===== src/hdl/hba_pkg.sv =====
`default_nettype none

package hba_pkg;

   localparam int DATA_W      = 32;
   localparam int WIDE_W      = 64;
   localparam int CNT_W       = 5;
   localparam int CSR_IDX_W   = 3;
   localparam int REQ_TDATA_W = 72;
   localparam int REQ_TUSER_W = 3;
   localparam int RSP_TDATA_W = 72;

   // 1.0 in Q16.16, subtracted on an own spike
   localparam logic [WIDE_W-1:0] ONE_Q16   = 64'd65536;
   // largest bias step magnitude, 2^33
   localparam logic [33:0]       STEP_CAP  = 34'h2_0000_0000;
   localparam logic [DATA_W-1:0] Q_MAX     = 32'h7fff_ffff;
   localparam logic [DATA_W-1:0] Q_MIN     = 32'h8000_0000;
   localparam logic [CNT_W-1:0]  CNT_LAST  = 5'd31;

   typedef enum logic [2:0] {
      CMD_SPIKE      = 3'd0,
      CMD_RATE_EVENT = 3'd1,
      CMD_TOGGLE     = 3'd2,
      CMD_TICK       = 3'd3,
      CMD_SET_ACTIVE = 3'd4,
      CMD_RESET      = 3'd5
   } hba_cmd_type;

   typedef enum logic [CSR_IDX_W-1:0] {
      REG_BIAS_RATE    = 3'd0,
      REG_TARGET_GAIN  = 3'd1,
      REG_RATE_SCALE   = 3'd2,
      REG_THRESHOLD    = 3'd3,
      REG_BIAS_FLOOR   = 3'd4,
      REG_BIAS_CEILING = 3'd5,
      REG_BIAS_INITIAL = 3'd6
   } hba_reg_type;

   typedef struct packed {
      logic [DATA_W-1:0] bias_rate;
      logic [DATA_W-1:0] target_rate_gain;
      logic [DATA_W-1:0] rate_scale;
      logic [DATA_W-1:0] potential_threshold;
      logic [DATA_W-1:0] bias_floor;
      logic [DATA_W-1:0] bias_ceiling;
      logic [DATA_W-1:0] bias_initial;
   } hba_cfg_type;

   localparam hba_cfg_type CFG_RESET = '{
      bias_rate:           32'd0,
      target_rate_gain:    32'd0,
      rate_scale:          32'd65536,
      potential_threshold: 32'd0,
      bias_floor:          32'h8000_0000,
      bias_ceiling:        32'h7fff_ffff,
      bias_initial:        32'd0
   };

   typedef struct packed {
      logic busy;
      logic neg;
   } hba_unit_status_type;

   typedef enum logic [1:0] {
      UNIT_IDLE,
      UNIT_MUL1,
      UNIT_MAG,
      UNIT_MUL2
   } hba_unit_state_type;

   typedef enum logic [1:0] {
      ST_IDLE,
      ST_RUN,
      ST_UPDATE,
      ST_OUTPUT
   } hba_state_type;

endpackage

`default_nettype wire


===== src/hdl/hba_csr_regs.sv =====
`default_nettype none

module hba_csr_regs
   import hba_pkg::*;
(
   input  logic                 clock,
   input  logic                 reset,
   input  logic                 csr_wr_en,
   input  logic [CSR_IDX_W-1:0] csr_index,
   input  logic [DATA_W-1:0]    csr_wdata,
   output hba_cfg_type          cfg
);

   hba_cfg_type cfg_ff, cfg_in;

   always_comb begin
      cfg_in = cfg_ff;
      if (csr_wr_en) begin
         unique case (hba_reg_type'(csr_index))
            REG_BIAS_RATE:    cfg_in.bias_rate           = csr_wdata;
            REG_TARGET_GAIN:  cfg_in.target_rate_gain    = csr_wdata;
            REG_RATE_SCALE:   cfg_in.rate_scale          = csr_wdata;
            REG_THRESHOLD:    cfg_in.potential_threshold = csr_wdata;
            REG_BIAS_FLOOR:   cfg_in.bias_floor          = csr_wdata;
            REG_BIAS_CEILING: cfg_in.bias_ceiling        = csr_wdata;
            REG_BIAS_INITIAL: cfg_in.bias_initial        = csr_wdata;
            default:          cfg_in = cfg_ff;
         endcase
      end
   end

   always_ff @(posedge clock) begin
      if (reset) begin
         cfg_ff <= CFG_RESET;
      end else begin
         cfg_ff <= cfg_in;
      end
   end

   assign cfg = cfg_ff;

endmodule

`default_nettype wire


===== src/hdl/hba_scaler.sv =====
`default_nettype none

// Serial shift-add unit: magnitude of (operand * elapsed - offset), then
// that magnitude times an unsigned Q0.32 gain, truncated. One multiplier
// bit per cycle in each pass.
module hba_scaler
   import hba_pkg::*;
(
   input  logic                    clock,
   input  logic                    reset,
   input  logic                    start,
   input  logic signed [DATA_W:0]  operand,
   input  logic [DATA_W-1:0]       elapsed,
   input  logic                    offset_en,
   input  logic [DATA_W-1:0]       gain,
   output hba_unit_status_type     status,
   output logic [WIDE_W-1:0]       magnitude
);

   hba_unit_state_type state_ff, state_in;
   logic [WIDE_W-1:0]  acc_ff, acc_in;
   logic [DATA_W-1:0]  low_ff, low_in;
   logic [WIDE_W-1:0]  mcand_ff, mcand_in;
   logic [DATA_W-1:0]  mult_ff, mult_in;
   logic [CNT_W-1:0]   cnt_ff, cnt_in;
   logic               sign_ff, sign_in;
   logic               off_ff, off_in;
   logic               neg_ff, neg_in;

   logic [WIDE_W:0]    sum;
   logic [WIDE_W-1:0]  prod;
   logic [WIDE_W:0]    diff;
   logic [DATA_W:0]    op_mag;

   always_comb begin
      state_in = state_ff;
      unique case (state_ff)
         UNIT_IDLE: if (start) state_in = UNIT_MUL1;
         UNIT_MUL1: if (cnt_ff == CNT_LAST) state_in = UNIT_MAG;
         UNIT_MAG:  state_in = UNIT_MUL2;
         UNIT_MUL2: if (cnt_ff == CNT_LAST) state_in = UNIT_IDLE;
         default:   state_in = UNIT_IDLE;
      endcase
   end

   always_comb begin
      sum    = {1'b0, acc_ff} + (mult_ff[0] ? {1'b0, mcand_ff} : {(WIDE_W+1){1'b0}});
      prod   = {acc_ff[DATA_W-1:0], low_ff};
      diff   = {1'b0, prod} - {1'b0, ONE_Q16};
      op_mag = operand[DATA_W] ? (~$unsigned(operand) + 33'd1) : $unsigned(operand);

      acc_in   = acc_ff;
      low_in   = low_ff;
      mcand_in = mcand_ff;
      mult_in  = mult_ff;
      cnt_in   = cnt_ff;
      sign_in  = sign_ff;
      off_in   = off_ff;
      neg_in   = neg_ff;

      unique case (state_ff)
         UNIT_IDLE: begin
            if (start) begin
               acc_in   = '0;
               low_in   = '0;
               mcand_in = {{(WIDE_W-DATA_W-1){1'b0}}, op_mag};
               mult_in  = elapsed;
               cnt_in   = '0;
               sign_in  = operand[DATA_W];
               off_in   = offset_en;
            end
         end
         UNIT_MUL1, UNIT_MUL2: begin
            // add, then shift the partial product right one place
            acc_in  = sum[WIDE_W:1];
            low_in  = {sum[0], low_ff[DATA_W-1:1]};
            mult_in = {1'b0, mult_ff[DATA_W-1:1]};
            cnt_in  = cnt_ff + 5'd1;
         end
         UNIT_MAG: begin
            acc_in  = '0;
            low_in  = '0;
            mult_in = gain;
            cnt_in  = '0;
            if (!off_ff) begin
               mcand_in = prod;
               neg_in   = sign_ff;
            end else if (sign_ff) begin
               mcand_in = prod + ONE_Q16;
               neg_in   = 1'b1;
            end else if (diff[WIDE_W]) begin
               mcand_in = ONE_Q16 - prod;
               neg_in   = 1'b1;
            end else begin
               mcand_in = diff[WIDE_W-1:0];
               neg_in   = 1'b0;
            end
         end
         default: begin
            acc_in = acc_ff;
         end
      endcase
   end

   always_ff @(posedge clock) begin
      if (reset) begin
         state_ff <= UNIT_IDLE;
         cnt_ff   <= '0;
      end else begin
         state_ff <= state_in;
         cnt_ff   <= cnt_in;
      end
   end

   always_ff @(posedge clock) begin
      acc_ff   <= acc_in;
      low_ff   <= low_in;
      mcand_ff <= mcand_in;
      mult_ff  <= mult_in;
      sign_ff  <= sign_in;
      off_ff   <= off_in;
      neg_ff   <= neg_in;
   end

   assign status.busy = (state_ff != UNIT_IDLE);
   assign status.neg  = neg_ff;
   assign magnitude   = acc_ff;

endmodule

`default_nettype wire


===== src/hdl/homeostatic_bias_adaptation_unit.sv =====
// Homeostatic bias adaptation, one neuron, signed Q16.16 with Q0.32 rates.
// Each accepted item (command in req_tuser) yields exactly one result with
// the bias, target rate and active mode after that item. Spike, rate event
// and rate update tick while active run two serial scaler units side by
// side, each doing two 32-step shift-add passes (time times rate, then
// times the learning rate), then the update and output steps. All other
// commands, and those three while inactive, go straight to the update
// step. A stalled result sits in the output register; the next item is
// accepted meanwhile and waits in its output step until the register is
// free. Configuration registers are written by index through csr_wr_en
// and are registered before they take effect; write them only while
// no item is in flight.
`default_nettype none

module homeostatic_bias_adaptation_unit
   import hba_pkg::*;
(
   input  logic                   clock,
   input  logic                   reset,
   input  logic                   req_tvalid,
   output logic                   req_tready,
   // timestamp[31:0], membrane_potential[63:32], active_flag[64], zero pad
   input  logic [REQ_TDATA_W-1:0] req_tdata,
   // command[2:0]
   input  logic [REQ_TUSER_W-1:0] req_tuser,
   output logic                   rsp_tvalid,
   input  logic                   rsp_tready,
   // bias_out[31:0], target_rate_out[63:32], active_out[64], zero pad
   output logic [RSP_TDATA_W-1:0] rsp_tdata,
   input  logic                   csr_wr_en,
   input  logic [CSR_IDX_W-1:0]   csr_index,
   input  logic [DATA_W-1:0]      csr_wdata
);

   hba_cfg_type         cfg;
   hba_unit_status_type bias_st, target_st;
   logic [WIDE_W-1:0]   bias_mag, target_mag;

   hba_state_type     state_ff, state_in;
   hba_cmd_type       cmd_ff, cmd_in;
   logic [DATA_W-1:0] ts_ff, ts_in;
   logic [DATA_W-1:0] vm_ff, vm_in;
   logic              flag_ff, flag_in;

   logic [DATA_W-1:0] bias_ff, bias_in;
   logic [DATA_W-1:0] target_ff, target_in;
   logic [DATA_W-1:0] last_bias_ff, last_bias_in;
   logic [DATA_W-1:0] last_rate_ff, last_rate_in;
   logic              prev_above_ff, prev_above_in;
   logic              active_ff, active_in;

   logic                   rsp_valid_ff, rsp_valid_in;
   logic [RSP_TDATA_W-1:0] rsp_data_ff, rsp_data_in;

   hba_cmd_type       req_cmd;
   logic [DATA_W-1:0] req_ts;
   logic              accept, needs_unit, start, rsp_load;
   logic [DATA_W:0]   bias_operand, target_operand, drive;
   logic [DATA_W-1:0] bias_elapsed, target_elapsed;

   logic [33:0]       step_cap;
   logic [35:0]       step_b, nb, floor_x, ceil_x;
   logic [DATA_W-1:0] bias_new;
   logic [WIDE_W-1:0] step_t, t_sum;
   logic [DATA_W-1:0] target_new;
   logic              above;

   hba_csr_regs u_csr (
      .clock     (clock),
      .reset     (reset),
      .csr_wr_en (csr_wr_en),
      .csr_index (csr_index),
      .csr_wdata (csr_wdata),
      .cfg       (cfg)
   );

   assign req_cmd    = hba_cmd_type'(req_tuser);
   assign req_ts     = req_tdata[DATA_W-1:0];
   assign accept     = req_tvalid && req_tready;
   assign needs_unit = active_ff && (req_cmd inside {CMD_SPIKE, CMD_RATE_EVENT, CMD_TICK});
   assign start      = accept && needs_unit;

   assign bias_operand   = {target_ff[DATA_W-1], target_ff};
   assign bias_elapsed   = req_ts - last_bias_ff;
   assign drive          = prev_above_ff ? {cfg.rate_scale[DATA_W-1], cfg.rate_scale}
                                         : {(DATA_W+1){1'b0}};
   assign target_operand = drive - {target_ff[DATA_W-1], target_ff};
   assign target_elapsed = req_ts - last_rate_ff;

   hba_scaler u_bias_scaler (
      .clock     (clock),
      .reset     (reset),
      .start     (start),
      .operand   ($signed(bias_operand)),
      .elapsed   (bias_elapsed),
      .offset_en (req_cmd == CMD_SPIKE),
      .gain      (cfg.bias_rate),
      .status    (bias_st),
      .magnitude (bias_mag)
   );

   hba_scaler u_target_scaler (
      .clock     (clock),
      .reset     (reset),
      .start     (start),
      .operand   ($signed(target_operand)),
      .elapsed   (target_elapsed),
      .offset_en (1'b0),
      .gain      (cfg.target_rate_gain),
      .status    (target_st),
      .magnitude (target_mag)
   );

   // next state
   always_comb begin
      state_in = state_ff;
      unique case (state_ff)
         ST_IDLE:   if (req_tvalid) state_in = needs_unit ? ST_RUN : ST_UPDATE;
         ST_RUN:    if (!bias_st.busy && !target_st.busy) state_in = ST_UPDATE;
         ST_UPDATE: state_in = ST_OUTPUT;
         ST_OUTPUT: if (!rsp_valid_ff || rsp_tready) state_in = ST_IDLE;
         default:   state_in = ST_IDLE;
      endcase
   end

   // handshake outputs
   always_comb begin
      req_tready = 1'b0;
      rsp_load   = 1'b0;
      unique case (state_ff)
         ST_IDLE:   req_tready = 1'b1;
         ST_OUTPUT: rsp_load   = !rsp_valid_ff || rsp_tready;
         default:   req_tready = 1'b0;
      endcase
   end

   // clamp the bias step, add, clamp to floor then ceiling
   always_comb begin
      step_cap = (bias_mag > {{(WIDE_W-34){1'b0}}, STEP_CAP}) ? STEP_CAP : bias_mag[33:0];
      step_b   = bias_st.neg ? (~{2'b00, step_cap} + 36'd1) : {2'b00, step_cap};
      nb       = {{4{bias_ff[DATA_W-1]}}, bias_ff} + step_b;
      floor_x  = {{4{cfg.bias_floor[DATA_W-1]}}, cfg.bias_floor};
      ceil_x   = {{4{cfg.bias_ceiling[DATA_W-1]}}, cfg.bias_ceiling};
      if ($signed(nb) <= $signed(floor_x)) begin
         bias_new = cfg.bias_floor;
      end else if ($signed(nb) >= $signed(ceil_x)) begin
         bias_new = cfg.bias_ceiling;
      end else begin
         bias_new = nb[DATA_W-1:0];
      end

      // wide sum wraps at 64 bits before saturating
      step_t = target_st.neg ? (~target_mag + 64'd1) : target_mag;
      t_sum  = {{(WIDE_W-DATA_W){target_ff[DATA_W-1]}}, target_ff} + step_t;
      if ((t_sum[WIDE_W-1:DATA_W-1] == '0) || (t_sum[WIDE_W-1:DATA_W-1] == '1)) begin
         target_new = t_sum[DATA_W-1:0];
      end else begin
         target_new = t_sum[WIDE_W-1] ? Q_MIN : Q_MAX;
      end

      above = $signed(vm_ff) > $signed(cfg.potential_threshold);
   end

   // item capture and state update
   always_comb begin
      cmd_in        = cmd_ff;
      ts_in         = ts_ff;
      vm_in         = vm_ff;
      flag_in       = flag_ff;
      bias_in       = bias_ff;
      target_in     = target_ff;
      last_bias_in  = last_bias_ff;
      last_rate_in  = last_rate_ff;
      prev_above_in = prev_above_ff;
      active_in     = active_ff;

      if (accept) begin
         cmd_in  = req_cmd;
         ts_in   = req_ts;
         vm_in   = req_tdata[2*DATA_W-1:DATA_W];
         flag_in = req_tdata[2*DATA_W];
      end

      if (state_ff == ST_UPDATE) begin
         unique case (cmd_ff)
            CMD_SPIKE: begin
               if (active_ff) begin
                  bias_in      = bias_new;
                  last_bias_in = ts_ff;
               end
            end
            CMD_RATE_EVENT, CMD_TICK: begin
               if (active_ff) begin
                  if (cmd_ff == CMD_RATE_EVENT) begin
                     bias_in      = bias_new;
                     last_bias_in = ts_ff;
                  end
                  target_in     = target_new;
                  last_rate_in  = ts_ff;
                  prev_above_in = above;
               end
            end
            CMD_TOGGLE: begin
               active_in = !active_ff;
               if (!active_ff) begin
                  last_bias_in  = ts_ff;
                  last_rate_in  = ts_ff;
                  prev_above_in = above;
               end
            end
            CMD_SET_ACTIVE: begin
               active_in = flag_ff;
               if (flag_ff) begin
                  last_bias_in  = ts_ff;
                  last_rate_in  = ts_ff;
                  prev_above_in = above;
               end
            end
            CMD_RESET: begin
               bias_in       = cfg.bias_initial;
               target_in     = '0;
               last_bias_in  = '0;
               last_rate_in  = '0;
               prev_above_in = above;
            end
            default: begin
               // unused codes change nothing
               bias_in = bias_ff;
            end
         endcase
      end
   end

   // output register
   always_comb begin
      rsp_valid_in = rsp_valid_ff && !rsp_tready;
      rsp_data_in  = rsp_data_ff;
      if (rsp_load) begin
         rsp_valid_in = 1'b1;
         rsp_data_in  = {{(RSP_TDATA_W-2*DATA_W-1){1'b0}}, active_ff, target_ff, bias_ff};
      end
   end

   always_ff @(posedge clock) begin
      if (reset) begin
         state_ff      <= ST_IDLE;
         rsp_valid_ff  <= 1'b0;
         bias_ff       <= CFG_RESET.bias_initial;
         target_ff     <= '0;
         last_bias_ff  <= '0;
         last_rate_ff  <= '0;
         prev_above_ff <= 1'b0;
         active_ff     <= 1'b0;
      end else begin
         state_ff      <= state_in;
         rsp_valid_ff  <= rsp_valid_in;
         bias_ff       <= bias_in;
         target_ff     <= target_in;
         last_bias_ff  <= last_bias_in;
         last_rate_ff  <= last_rate_in;
         prev_above_ff <= prev_above_in;
         active_ff     <= active_in;
      end
   end

   always_ff @(posedge clock) begin
      cmd_ff      <= cmd_in;
      ts_ff       <= ts_in;
      vm_ff       <= vm_in;
      flag_ff     <= flag_in;
      rsp_data_ff <= rsp_data_in;
   end

   assign rsp_tvalid = rsp_valid_ff;
   assign rsp_tdata  = rsp_data_ff;

endmodule

`default_nettype wire


===== config.mk =====
export PLATFORM = sky130hd
export DESIGN_NAME = homeostatic_bias_adaptation_unit
export DESIGN_NICKNAME = d
export VERILOG_FILES = /design/src/hdl/hba_pkg.sv /design/src/hdl/hba_csr_regs.sv /design/src/hdl/hba_scaler.sv /design/src/hdl/homeostatic_bias_adaptation_unit.sv
export SDC_FILE = /design/constraint.sdc
export NUM_CORES = 2
export LEC_CHECK = 0
export BUFFER_PORTS_ARGS = -buffer_cell sky130_fd_sc_hd__buf_2
export CAP_MARGIN = 0
export CORE_MARGIN = 3
export CORE_UTILIZATION = 55
export DETAILED_ROUTE_END_ITERATION = 8
export PLACE_DENSITY = 0.83
export SYNTH_ARGS = -nofsm -noshare
export SYNTH_HDL_FRONTEND = slang
export SYNTH_SLANG_ARGS = --single-unit

===== constraint.sdc =====
create_clock -name clock -period 11.02 [get_ports clock]
set_input_delay 2.755 -clock clock [delete_from_list [all_inputs] [get_ports clock]]
set_output_delay 2.755 -clock clock [all_outputs]
set_load 0.05 [all_outputs]

# Yosys cells after proc, flatten, opt, wreduce, memory -nomap -nowiden
# Cells that the tools add are included.
[op_classes]
addsub = 16
magnitude_cmp = 4
eq_ne = 39
n_mux = 68
bitwise_logic = 4
reduce_logical = 51
[op_table]
columns = ["op", "n"]
rows = [
  ["$mux 64", 9],
  ["$mux 32", 16],
  ["$pmux 32 s3", 5],
  ["$pmux 64 s3", 2],
  ["$pmux 64 s2", 2],
  ["$pmux 32 s5", 1],
  ["$add 64x65->65", 2],
  ["$pmux 32 s4", 1],
  ["$mux 33", 3],
  ["$add 33x1->33 const B", 2],
  ["$not 33->33", 2],
  ["$sub 64x17->65 const B", 1],
  ["$add 64x1->64 const B", 1],
  ["$add 64x17->64 const B", 1],
  ["$add 64x64->64", 1],
  ["$gt 64x34->1 const B", 1],
  ["$not 64->64", 1],
  ["$pmux 32 s2", 1],
  ["$sub 17x64->64 const A", 1],
  ["$sub 32x32->32", 2],
  ["$add 36x1->36 const B", 1],
  ["$add 36x36->36", 1],
  ["$ge 36x32->1", 1],
  ["$le 36x32->1", 1],
  ["other kinds (37)", 123],
]
[word_totals]
register_bits = 893
inputBits = 115
output_inout_bits = 74
wordCells = 219

# Depth between registers and ports, before layout
[depth]
ltp_word = 12
ltp_mapped = 46
depth_no_buf = 38

# Hierarchy
# From an unflattened synthesis, not the netlist that was laid out.
[unflattened]
hier_cells = 7315
area_unflattened_um2 = 64316.7
[by_module_without_submodules]
columns = ["module", "n_inst", "cells_per_inst", "area_per_inst_um2", "seq_area_each_um2"]
rows = [
  ["homeostatic_bias_adaptation_unit", 1, 3164, 25570.8, 6656.4],
  ["hba_scaler (u_target_scaler)", 1, 1688, 15063.2, 5995.8],
  ["hba_scaler (u_bias_scaler)", 1, 1658, 14934.3, 5995.8],
  ["hba_csr_regs", 1, 805, 8748.4, 4484.3],
]

# Worst setup path before layout
# No wires, ideal clock.
[synth_timing]
path_kind = "register to register"
start = "register u_bias_scaler.acc_ff[15], in the netlist u_bias_scaler.magnitude[15]"
end = "register bias_ff[20]"
arrival_time_ps = 8751
t_required_ps = 10934
path_slack_ps = 2183
path_stages_with_launch = 44
n_path_buf = 6
cell_sequence = "edfxtp_1 clkbuf_1 nor4_1 nand4_1 nor3_1 nor2b_1 nor2b_1 o21a_1 clkbuf_1 buf_1 nand2_1 ha_1 clkbuf_1 nor2_1 xnor2_1 ha_1 nor2b_1 o21a_1 (+8 left out) o21bai_1 a21oi_1 xnor2_1 ha_1 nand3_1 nor2_1 nand2_1 nor3_1 o21ai_0 o311ai_0 o21ai_0 a21oi_1 clkbuf_1 clkbuf_1 mux2i_1 a211oi_1 a21oi_1 a211oi_1"
[synth_via]
elab_chain_cells = 12
elab_cells_between_ends = 14
cone_classes = "add/sub (2); order compare (3); mux (8); bitwise (1)"
[synth_rtl]
columns = ["item", "line_no", "rtl"]
rows = [
  ["from (decl)", "hba_scaler.sv:21", "logic [WIDE_W-1:0] acc_ff, acc_in;"],
  ["from (signal assigned)", "hba_scaler.sv:116", "acc_ff <= acc_in;"],
  ["$gt 64x34->1", "homeostatic_bias_adaptation_unit.sv:139", "step_cap = (bias_mag > {{(WIDE_W-34){1'b0}}, STEP_CAP}) ? STEP_CAP : bias_mag[33:0];"],
  ["$mux 34 (*)", "homeostatic_bias_adaptation_unit.sv:139", ""],
  ["$not 34->36", "homeostatic_bias_adaptation_unit.sv:140", "step_b = bias_st.neg ? (~{2'b00, step_cap} + 36'd1) : {2'b00, step_cap};"],
  ["$add 36x1->36", "homeostatic_bias_adaptation_unit.sv:140", ""],
  ["$mux 36 (*)", "homeostatic_bias_adaptation_unit.sv:140", ""],
  ["$add 36x36->36 (*)", "homeostatic_bias_adaptation_unit.sv:141", "nb = {{4{bias_ff[DATA_W-1]}}, bias_ff} + step_b;"],
  ["$ge 36x32->1", "homeostatic_bias_adaptation_unit.sv:146", "end else if ($signed(nb) >= $signed(ceil_x)) begin"],
  ["$mux 32", "homeostatic_bias_adaptation_unit.sv:146", ""],
  ["$mux 32 (*)", "homeostatic_bias_adaptation_unit.sv:144", "if ($signed(nb) <= $signed(floor_x)) begin"],
  ["$mux 32", "homeostatic_bias_adaptation_unit.sv:194", "if (cmd_ff == CMD_RATE_EVENT) begin"],
  ["$mux 32", "homeostatic_bias_adaptation_unit.sv:193", "if (active_ff) begin"],
  ["$pmux 32 s3 (*)", "homeostatic_bias_adaptation_unit.sv:185", "unique case (cmd_ff)"],
  ["to (signal assigned)", "homeostatic_bias_adaptation_unit.sv:248", "bias_ff <= CFG_RESET.bias_initial;"],
  ["to (signal assigned)", "homeostatic_bias_adaptation_unit.sv:257", "bias_ff <= bias_in;"],
  ["to (decl)", "homeostatic_bias_adaptation_unit.sv:45", "logic [DATA_W-1:0] bias_ff, bias_in;"],
]
# Every way passes the cells marked *; elsewhere a longest branch is shown, timed or not. The select of a mux whose other input is x is not followed.
# A chain may end at the register's enable or synchronous reset.

# Worst setup path in the final report
[layout_timing]
start = "register u_bias_scaler.acc_ff[21], in the netlist u_bias_scaler.magnitude[21]"
end = "register bias_ff[13]"
# The elaborated chain is that of the path after synthesis.

==> impl_metrics.json <==
{
  "outcome": "finished clean",
  "syn_area_per_cell_um2": 8.63,
  "antenna_violations_before_repair": 7,
  "synthesized_flop_and_latch_total": 893,
  "die_y_um": 337,
  "h-tree-depth": 3,
  "final.setup_skew_ns": 0.0448,
  "die_width_um": 337,
  "core_um2": 108000,
  "power.static_leakage_nw": 25.8,
  "dr_wl_met3_mm": 15.9,
  "whs_path_depth": 0,
  "start_util": 0.558,
  "worst_hold_path_type": "flop to flop",
  "i_o_pin_total": 189,
  "ff2ff_path_depth": 35,
  "layout_worst_path_cycle_share": 0.903,
  "drive_gt1_frac": 0.0716,
  "crit_path_max_incr_delay_ns": 0.67,
  "post-layout-total-power_mw": 10.9,
  "period_needed_ns": 9.95,
  "worst_r2r_startpoint": "u_bias_scaler.magnitude[21]",
  "largest_net_degree_at_the_start_of_global_routing": 135,
  "synth_most_common_cell": "sky130_fd_sc_hd__nand2_1",
  "tritoncts.num_buffers": 97,
  "synth-seq-area-share": 0.384,
  "synth-main-ff-cell": "sky130_fd_sc_hd__edfxtp_1",
  "hold_violation_total_from_the_final_report": 0,
  "relSlewSlack": 0.122,
  "sink_of_the_worst_hold_path": "u_target_scaler.neg_ff",
  "yosys_warnings": 0,
  "final_max_slew_viol_count": 0,
  "end_kind": "flop",
  "crit-reg2reg-capture": "bias_ff[13]",
  "post-route-cell-area_um2": 65500,
  "ys_types": 99,
  "timing.critical_path.from_type": "flop",
  "first_global_vias": 49700,
  "finalNetCount": 7531,
  "critPathRequiredTime_ns": 11.60,
  "wirelength_met1_mm": 74.4,
  "synth_top_area_frac": 0.261,
  "wire_per_inst_um": 21.2,
  "synth-edff-count": 522,
  "ir_drop_mv": 0.161,
  "gp_congestion": 0.987,
  "clock_tree_from_tritoncts": "built",
  "cts.root.buffer_cell": "sky130_fd_sc_hd__clkbuf_16",
  "ctsResizeCount": 0,
  "num_rows": 120,
  "dr.max_layer_used": "met5",
  "synthesis.area_um2": 60100,
  "drtPass1Iterations": 7,
  "cts.path.max_buffers": 3,
  "dpl_cell_area_um2": 62000,
  "post-cts-setup-buffers": 0,
  "timing.hold.worst.start": "u_target_scaler.sign_ff",
  "worst-setup-path-type": "flop to flop",
  "gr-total-overflow": 0,
  "syn_inst": 6963,
  "grt_first_pass_wirelength_mm": 277,
  "layout-area-overhead-vs-synth_pct": 8.94,
  "critPathSlowestCell": "sky130_fd_sc_hd__o311ai_0",
  "rsz0062_at_grt": "false",
  "io_buffers": 174,
  "worst-endpoint-arrival_ns": 10.53,
  "cp_max_fo": 20,
  "postCtsHoldBufs": 0,
  "synthDominantAreaCellType": "sky130_fd_sc_hd__edfxtp_1",
  "fmaxAchievable_mhz": 101,
  "drt_drc_violations_left": 0,
  "clock_insertion_delay_worst_skew_ns": 0.72,
  "first_iter_violations": 5800,
  "synth_top_cells_by_area": "sky130_fd_sc_hd__edfxtp_1 26%, sky130_fd_sc_hd__dfxtp_1 12%, sky130_fd_sc_hd__ha_1 9.4%",
  "dieArea_um2": 113000,
  "timing.setup.tns_ns": 0,
  "cts.sinks": 893,
  "clkSlewWorstSetupHoldPaths_ns": 0.07,
  "yosys-top-cells-count": "926 x sky130_fd_sc_hd__nand2_1, 796 x sky130_fd_sc_hd__a21oi_1, 522 x sky130_fd_sc_hd__edfxtp_1",
  "report.final.setup_viol": 0,
  "detail_route.vias_per_cell": 6.27,
  "grt_resource_usage_total": 0.306,
  "routed_wl_mm": 179,
  "dpl.hpwl_mm": 130,
  "slew_worst_pin_ns": 1.31,
  "final_antenna_net_count": 0,
  "cap_viol_max_count": 0,
  "num_vias": 53000,
  "power_per_cell_area_nw_per_um2": 166,
  "detailroute.wirelength.met2_mm": 80.9,
  "r2r_slack_ns": 1.07,
  "share_of_flip_flops_with_an_asynchronous_set_or_reset": 0
}
-- cell type report --
class | instances | area [µm²]
inverters | 325 | 1220
clock inverters | 64 | 823
flip-flops and latches | 893 | 23100
diodes | 6 | 15.0
fillers | 9157 | 42300
multi-input cells | 5408 | 34700
repair buffers | 233 | 1320
clock buffers | 119 | 2600
well taps | 1403 | 1760
-- state kept, by name (all words and copies together), names as in the netlist, 64 cells and up --
register / cells
rsp_tdata: 65
u_bias_scaler.magnitude: 64
u_bias_scaler.mcand_ff: 64
u_csr.cfg: 224
u_target_scaler.magnitude: 64
u_target_scaler.mcand_ff: 64
-- cells by family (layout without fill, tap and decap cells) --
group,count (synthesis),count (layout),share of synthesized area
adders and majority gates,458,458,0.0962
AOI/OAI and AO/OA,1900,1900,0.197
and+or+nand+nor,2536,2536,0.204
buffers and inverters,668,741,0.0428
DFF,893,893,0.384
muxes,48,48,0.00814
other,1,13,0.0000624
xor gates and xnor gates,459,459,0.0670
-- worst max path at each step --
stage / endpoint / from / cells past startpoint / slack (ns)
CTS: bias_ff[13] / u_bias_scaler.magnitude[21] / 35 / 0.70
global placement: bias_ff[13] / u_bias_scaler.magnitude[21] / 35 / 0.88
global route: bias_ff[13] / u_bias_scaler.magnitude[21] / 35 / 0.1
floorplan: bias_ff[20] / u_bias_scaler.magnitude[15] / 43 / 2.18
detailed placement: bias_ff[13] / u_bias_scaler.magnitude[21] / 35 / 0.74
finish: bias_ff[13] / u_bias_scaler.magnitude[21] / 35 / 1.07
-- metrics by stage --
stage / utilization / cells / hold slack (ns) / setup slack (ns)
after floorplan: - / 6969 / 0.400 / 2.18
after global placement: 0.575 / 8262 / 0.403 / 0.880
after detailed placement: 0.575 / 8262 / 0.425 / 0.739
after CTS: 0.607 / 8445 / 0.431 / 0.701
after global routing: 0.607 / 8445 / 0.453 / 0.0973
final: 0.608 / 8451 / 0.438 / 1.07
-- critical path: cells and delay by family (launching register included) --
kind | cells | cell delay, ns
adders and majority gates | 3 | 1.22
muxes | 2 | 0.52
and+or+nand+nor | 14 | 3.39
DFF | 1 | 0.60
AOI/OAI and AO/OA | 13 | 3.41
xor gates and xnor gates | 2 | 0.31
buffers and inverters | 1 | 0.40
-- per-layer routing --
layer,global-route usage,up-vias
li1,-,25000
met1,0.412,25200
met2,0.489,2344
met3,0.0549,401
met4,0.123,6
met5,0,-
-- report_power, final --
part           internal [mW]  switching, mW
clock network           2.01           1.48
registers               3.97          0.274
logic                   1.12           2.02
total                   7.10           3.77
-- placed cells by master, fill, tap and decap left out, drive strengths merged, types with 27 or more instances in the layout --
cell and count:
a211oi 98, a21o 183, a21oi 796, a221oi 104, a31oi 47, and2 320, and3 50, buf 233
clkbuf 119, clkinv 32, dfxtp 371, edfxtp 522, ha 451, inv 335, mux2i 41, nand2 927
nand2b 69, nand3 172, nand3b 44, nand4 101, nor2 458, nor2b 68, nor3 133, nor4 50
o21a 52, o21ai 323, o21bai 53, o31ai 55, or2 27, or3 51, xnor2 291, xor2 168
No activity file was read; power rests on OpenSTA's default activity.
